`config.mk`:
```
export PLATFORM = sky130hd
export DESIGN_NAME = bbfsr_regs
export DESIGN_NICKNAME = d
export VERILOG_FILES = /design/src/bbfsr_pkg.sv /design/src/bbfsr_regs.sv
export SDC_FILE = /design/constraint.sdc
export NUM_CORES = 1
export LEC_CHECK = 0
export BUFFER_PORTS_ARGS = -buffer_cell sky130_fd_sc_hd__buf_2
export CAP_MARGIN = 30
export CORE_ASPECT_RATIO = 1.25
export CORE_MARGIN = 5
export CORE_UTILIZATION = 30
export CTS_BUF_LIST = sky130_fd_sc_hd__clkbuf_4 sky130_fd_sc_hd__clkbuf_8
export CTS_CLUSTER_DIAMETER = 80
export DETAILED_ROUTE_END_ITERATION = 6
export PLACE_DENSITY = 0.74
export SLEW_MARGIN = 20
export SYNTH_ARGS = -nofsm -noshare
export SYNTH_HDL_FRONTEND = slang
export SYNTH_SLANG_ARGS = --single-unit
```
`constraint.sdc`:
```
create_clock -name clk_i -period 1.3 [get_ports clk_i]
set_clock_uncertainty 0.2 [all_clocks]
set_input_delay 0.065 -clock clk_i [delete_from_list [all_inputs] [get_ports clk_i]]
set_output_delay 0.065 -clock clk_i [all_outputs]
set_load 0.005 [all_outputs]
```
`src/bbfsr_pkg.sv`:
```
// Shared types and constants of the fixed-size byte repacketizer.
package bbfsr_pkg;

  // Field widths of the configuration registers
  localparam int unsigned CaptureW  = 17;
  localparam int unsigned OutSizeW  = 7;
  localparam int unsigned CountW    = 16;
  localparam int unsigned DropW     = 32;

  // Configuration port geometry
  localparam int unsigned AddrW     = 4;
  localparam int unsigned DataW     = 32;

  // Register indexes (byte address = 4 * index)
  typedef enum logic [1:0] {
    REG_ENABLE      = 2'd0,
    REG_MAX_CAPTURE = 2'd1,
    REG_OUT_SIZE    = 2'd2,
    REG_DROPPED     = 2'd3
  } reg_idx_e;

  // Reset values of the configuration registers
  localparam logic                ENABLE_RST      = 1'b1;
  localparam logic [CaptureW-1:0] MAX_CAPTURE_RST = 17'd24;
  localparam logic [OutSizeW-1:0] OUT_SIZE_RST    = 7'd0;

  // Saturation limit of the per-packet byte count
  localparam logic [CountW-1:0]   COUNT_MAX       = 16'hFFFF;

  // Configuration as seen by the datapath
  typedef struct packed {
    logic                       enable;
    logic signed [CaptureW-1:0] max_capture;
    logic [OutSizeW-1:0]        out_size;
  } cfg_t;

  // Control states, one-hot
  typedef enum logic [1:0] {
    ST_IDLE = 2'b01,
    ST_EMIT = 2'b10
  } state_e;

endpackage

```
`src/bbfsr_regs.sv`:
```
// APB configuration registers and drop counter readback.
module bbfsr_regs (
  input  logic                           clk_i,
  input  logic                           rst_ni,
  input  logic                           psel,
  input  logic                           penable,
  input  logic                           pwrite,
  input  logic [bbfsr_pkg::AddrW-1:0]    paddr,
  input  logic [bbfsr_pkg::DataW-1:0]    pwdata,
  output logic [bbfsr_pkg::DataW-1:0]    prdata,
  output logic                           pready,
  input  logic [bbfsr_pkg::DropW-1:0]    dropped_i,
  output bbfsr_pkg::cfg_t                cfg_o
);

  bbfsr_pkg::cfg_t      cfg_q, cfg_d;
  bbfsr_pkg::reg_idx_e  idx;
  logic                 wr_req;

  assign pready = 1'b1;
  assign idx    = bbfsr_pkg::reg_idx_e'(paddr[bbfsr_pkg::AddrW-1:2]);
  assign wr_req = psel & penable & pwrite & pready;

  // register writes
  always_comb begin
    cfg_d = cfg_q;
    if (wr_req) begin
      unique case (idx)
        bbfsr_pkg::REG_ENABLE:      cfg_d.enable      = pwdata[0];
        bbfsr_pkg::REG_MAX_CAPTURE: cfg_d.max_capture = pwdata[bbfsr_pkg::CaptureW-1:0];
        bbfsr_pkg::REG_OUT_SIZE:    cfg_d.out_size    = pwdata[bbfsr_pkg::OutSizeW-1:0];
        bbfsr_pkg::REG_DROPPED:     cfg_d             = cfg_q;
        default:                    cfg_d             = cfg_q;
      endcase
    end
  end

  always_ff @(posedge clk_i or negedge rst_ni) begin
    if (!rst_ni) begin
      cfg_q.enable      <= bbfsr_pkg::ENABLE_RST;
      cfg_q.max_capture <= bbfsr_pkg::MAX_CAPTURE_RST;
      cfg_q.out_size    <= bbfsr_pkg::OUT_SIZE_RST;
    end else begin
      cfg_q <= cfg_d;
    end
  end

  // readback
  always_comb begin
    prdata = '0;
    unique case (idx)
      bbfsr_pkg::REG_ENABLE:      prdata[0] = cfg_q.enable;
      bbfsr_pkg::REG_MAX_CAPTURE: prdata    = bbfsr_pkg::DataW'(cfg_q.max_capture);
      bbfsr_pkg::REG_OUT_SIZE:    prdata    = bbfsr_pkg::DataW'(cfg_q.out_size);
      bbfsr_pkg::REG_DROPPED:     prdata    = dropped_i;
      default:                    prdata    = '0;
    endcase
  end

  assign cfg_o = cfg_q;

endmodule

```
==> reports/metrics.csv <==
metric,value,unit
clk_lat worst skew,0.27,ns
violations in the final reports,setup timing,
synth top area cells,"dfrtp_1, mux2_2, mux2_4",
"FFs w/ async S/R, synth",100,%
global route overflow,0,
IO Count,131,
TritonCTS clock tree,yes,
Worst Hold Class,input pin to flip-flop,
share of cells above drive strength 1,69.5,%
RR Startpoint,cfg_o[13],
IO buf count,112,
Core Area,4800,um^2
final hold violations,0,
Hold WS,0.0992,ns
Initial Util,31.4,%
"Max FO, Critical Path",2,
Finished Layout Cells,329,
Final Util,54.7,%
max-slew violations,0,
Startpoint Class,flip-flop,
"Avg Cell Area, Syn",13.1,um^2
placed cells,290,
register area,629,um^2
DR WL/cell,15.1,um
Ant. Diodes,0,
H-tree depth,1,
CTS sink cnt,25,
largest net degree at the start of global routing,26,
Bufs and invs on worst path,1,
final worst path period share,118,%
cts bufs inserted,3,
Reg2Reg Depth,3,
All-Layer GR Usage,14.4,%
area of the multi-input gates,838,um^2
Max-Cap Viols,0,
final setup fails,24,
"setup slack, reg-to-reg",0.09,ns
post-route setup slack,-0.240,ns
PwrDens,1070,nW/um^2
Hold Crit Depth,4,
post-synth top area share,36.6,%
CP required,1.03,ns
Worst Hold End,cfg_o[24],
"Reg clk slew, reported paths",0.09,ns
yosys warns,0,
syn nets,188,
part of the Yosys area used for sequential elements,41.8,%
Worst Tran Pin Value,0.563,ns
Crit-path slowest cell,dfrtp_1,
first-pass GRT wire length,7400,um
Crit. End Element,output port,
status,finished with violations,
Cell variety after synth,20,
synthesized area,1510,um^2
drt initial violations,62,
vias in the first global route,1552,
CP cell instances,mux2_4 -> a22o_1 -> buf_2,
top cell family by delay on the critical path,flip-flops,
RSZ-0062 raised after global routing,true,
most common flop cell mapped by yosys,dfrtp_1,
number of synthesized flops with an enable pin,0,
die footprint,6540,um^2
Layout fillers,410,
Die Wd,73.4,um
crit path time final,1.54,ns
RR Endpoint,cfg_o[13],
remaining antenna violation count after routing,0,
Peak Freq,649,MHz
leakage power,1.49,nW
Cell Rows,28,
Synth Instances,115,
vias,1507,
"Arr. time, crit path",1.27,ns
max FFs per register,25,
maximum VDD drop,0.521,mV
slew margin rel.,62.5,%
Post-Route WL,4970,um
"Area growth, synth to finish",74.5,%
DR vias/cell,4.58,
critical path class,flip-flop to output port,
gpl congestion,0.708,
die height,89.2,um
hpwl dp,3650,um
Yosys top cell by area,dfrtp_1,
Max clock buf depth,2,
DRC viols,0,
initial antenna violation count,0,
Crit path largest cell delay,0.39,ns
hold path startpoint,penable,
Synth Register Bits,25,
first-pass iteration count of the detailed router,4,
# nets final,343,
CTS root buffer,clkbuf_8,
"Power, Total",2.82,mW
pre-CTS WS,-0.132,ns
[final cells by class]
class	instances	share of cell area, %
Timing Repair Buffer	159	39.4
Multi-Input combinational cell	81	31.9
Sequential cell	25	24.0
Tap cell	60	2.86
Clock buffer	3	1.57
Clock inverter	1	0.286
[worst min-delay path, cell delays in order]
cell and delay (ns):
buf_2 0.11, nand3_4 0.09, nor3_1 0.05, mux2_2 0.21
[power by group]
part	switching [mW]	total, mW	leakage, nW	internal, mW
clock	0.246	0.463	0.0217	0.217
sequential	0.127	1.10	0.301	0.975
combinational	0.435	1.26	1.17	0.821
[kinds of logic (layout without fill, tap and decap cells)]
logic type / after synthesis / count (layout) / synth area share [%]
muxes: 41 / 41 / 33.2
buffers and inverters: 10 / 163 / 4.66
AOI/OAI and AO/OA: 22 / 22 / 11.5
and+or+nand+nor: 16 / 17 / 8.65
DFF: 25 / 25 / 41.8
other: 1 / 1 / 0.249
[synth_stat cells (2+ instances only)]
master and count:
dfrtp_1 22, mux2_2 21, a21o_1 16, mux2_4 10, nor2b_1 10, mux2i_1 9
a22o_1 6, buf_2 4, clkbuf_1 3, dfstp_2 3, nor3b_4 2
[metal layers]
metal	track usage, %	share of wire, %	vias to the layer above
met2	27.6	51	85
met3	3.49	11	4
met4	3.62	1.1	0
met1	15.7	36	692
li1	-	-	726
met5	0	0	-
[how the worst max path moves through the flow]
stage	startpoint	end	slack, ns	cells after the start
6_report	cfg_o[12]	prdata[5]	-0.24	3
5_1_grt	cfg_o[12]	prdata[5]	-0.28	3
4_1_cts	cfg_o[23]	prdata[17]	-0.26	4
3_3_place_gp	paddr[3]	prdata[17]	-0.1	5
3_5_place_dp	paddr[3]	prdata[17]	-0.13	5
2_1_floorplan	pwrite	cfg_o[19]	-0.06	4
[per-stage QoR]
stage	TNS (ns)	cell area, um^2
final	-3.89	2630
after global routing	-5.25	2630
after CTS	-5.06	2510
after detailed placement	-3.57	2230
after global placement	-2.38	2230
after floorplan	-0.510	1510
[what timing repair did]
item,CTS,global route
gates resized for setup,1,14
gates cloned,0,1
endpoints found under the hold margin,50,0
hold buffers,18,0
endpoints found under the setup margin,23,32
buffers inserted,7,10
pin swaps,1,1
[cell usage in the layout, fill, tap and decap left out, types with 2 or more instances in the layout]
cell type	synthesis	routed
buf_2	4	107
buf_4	1	23
dfrtp_1	22	22
mux2_2	21	19
dlygate4sd3_1	0	18
a21o_1	16	16
mux2_4	10	12
mux2i_1	9	9
nor2b_1	10	9
buf_6	1	7
a22o_1	6	6
dfstp_2	3	3
clkbuf_8	0	3
buf_12	1	3
nor3b_4	2	2
(Power assumes the default switching activity.)
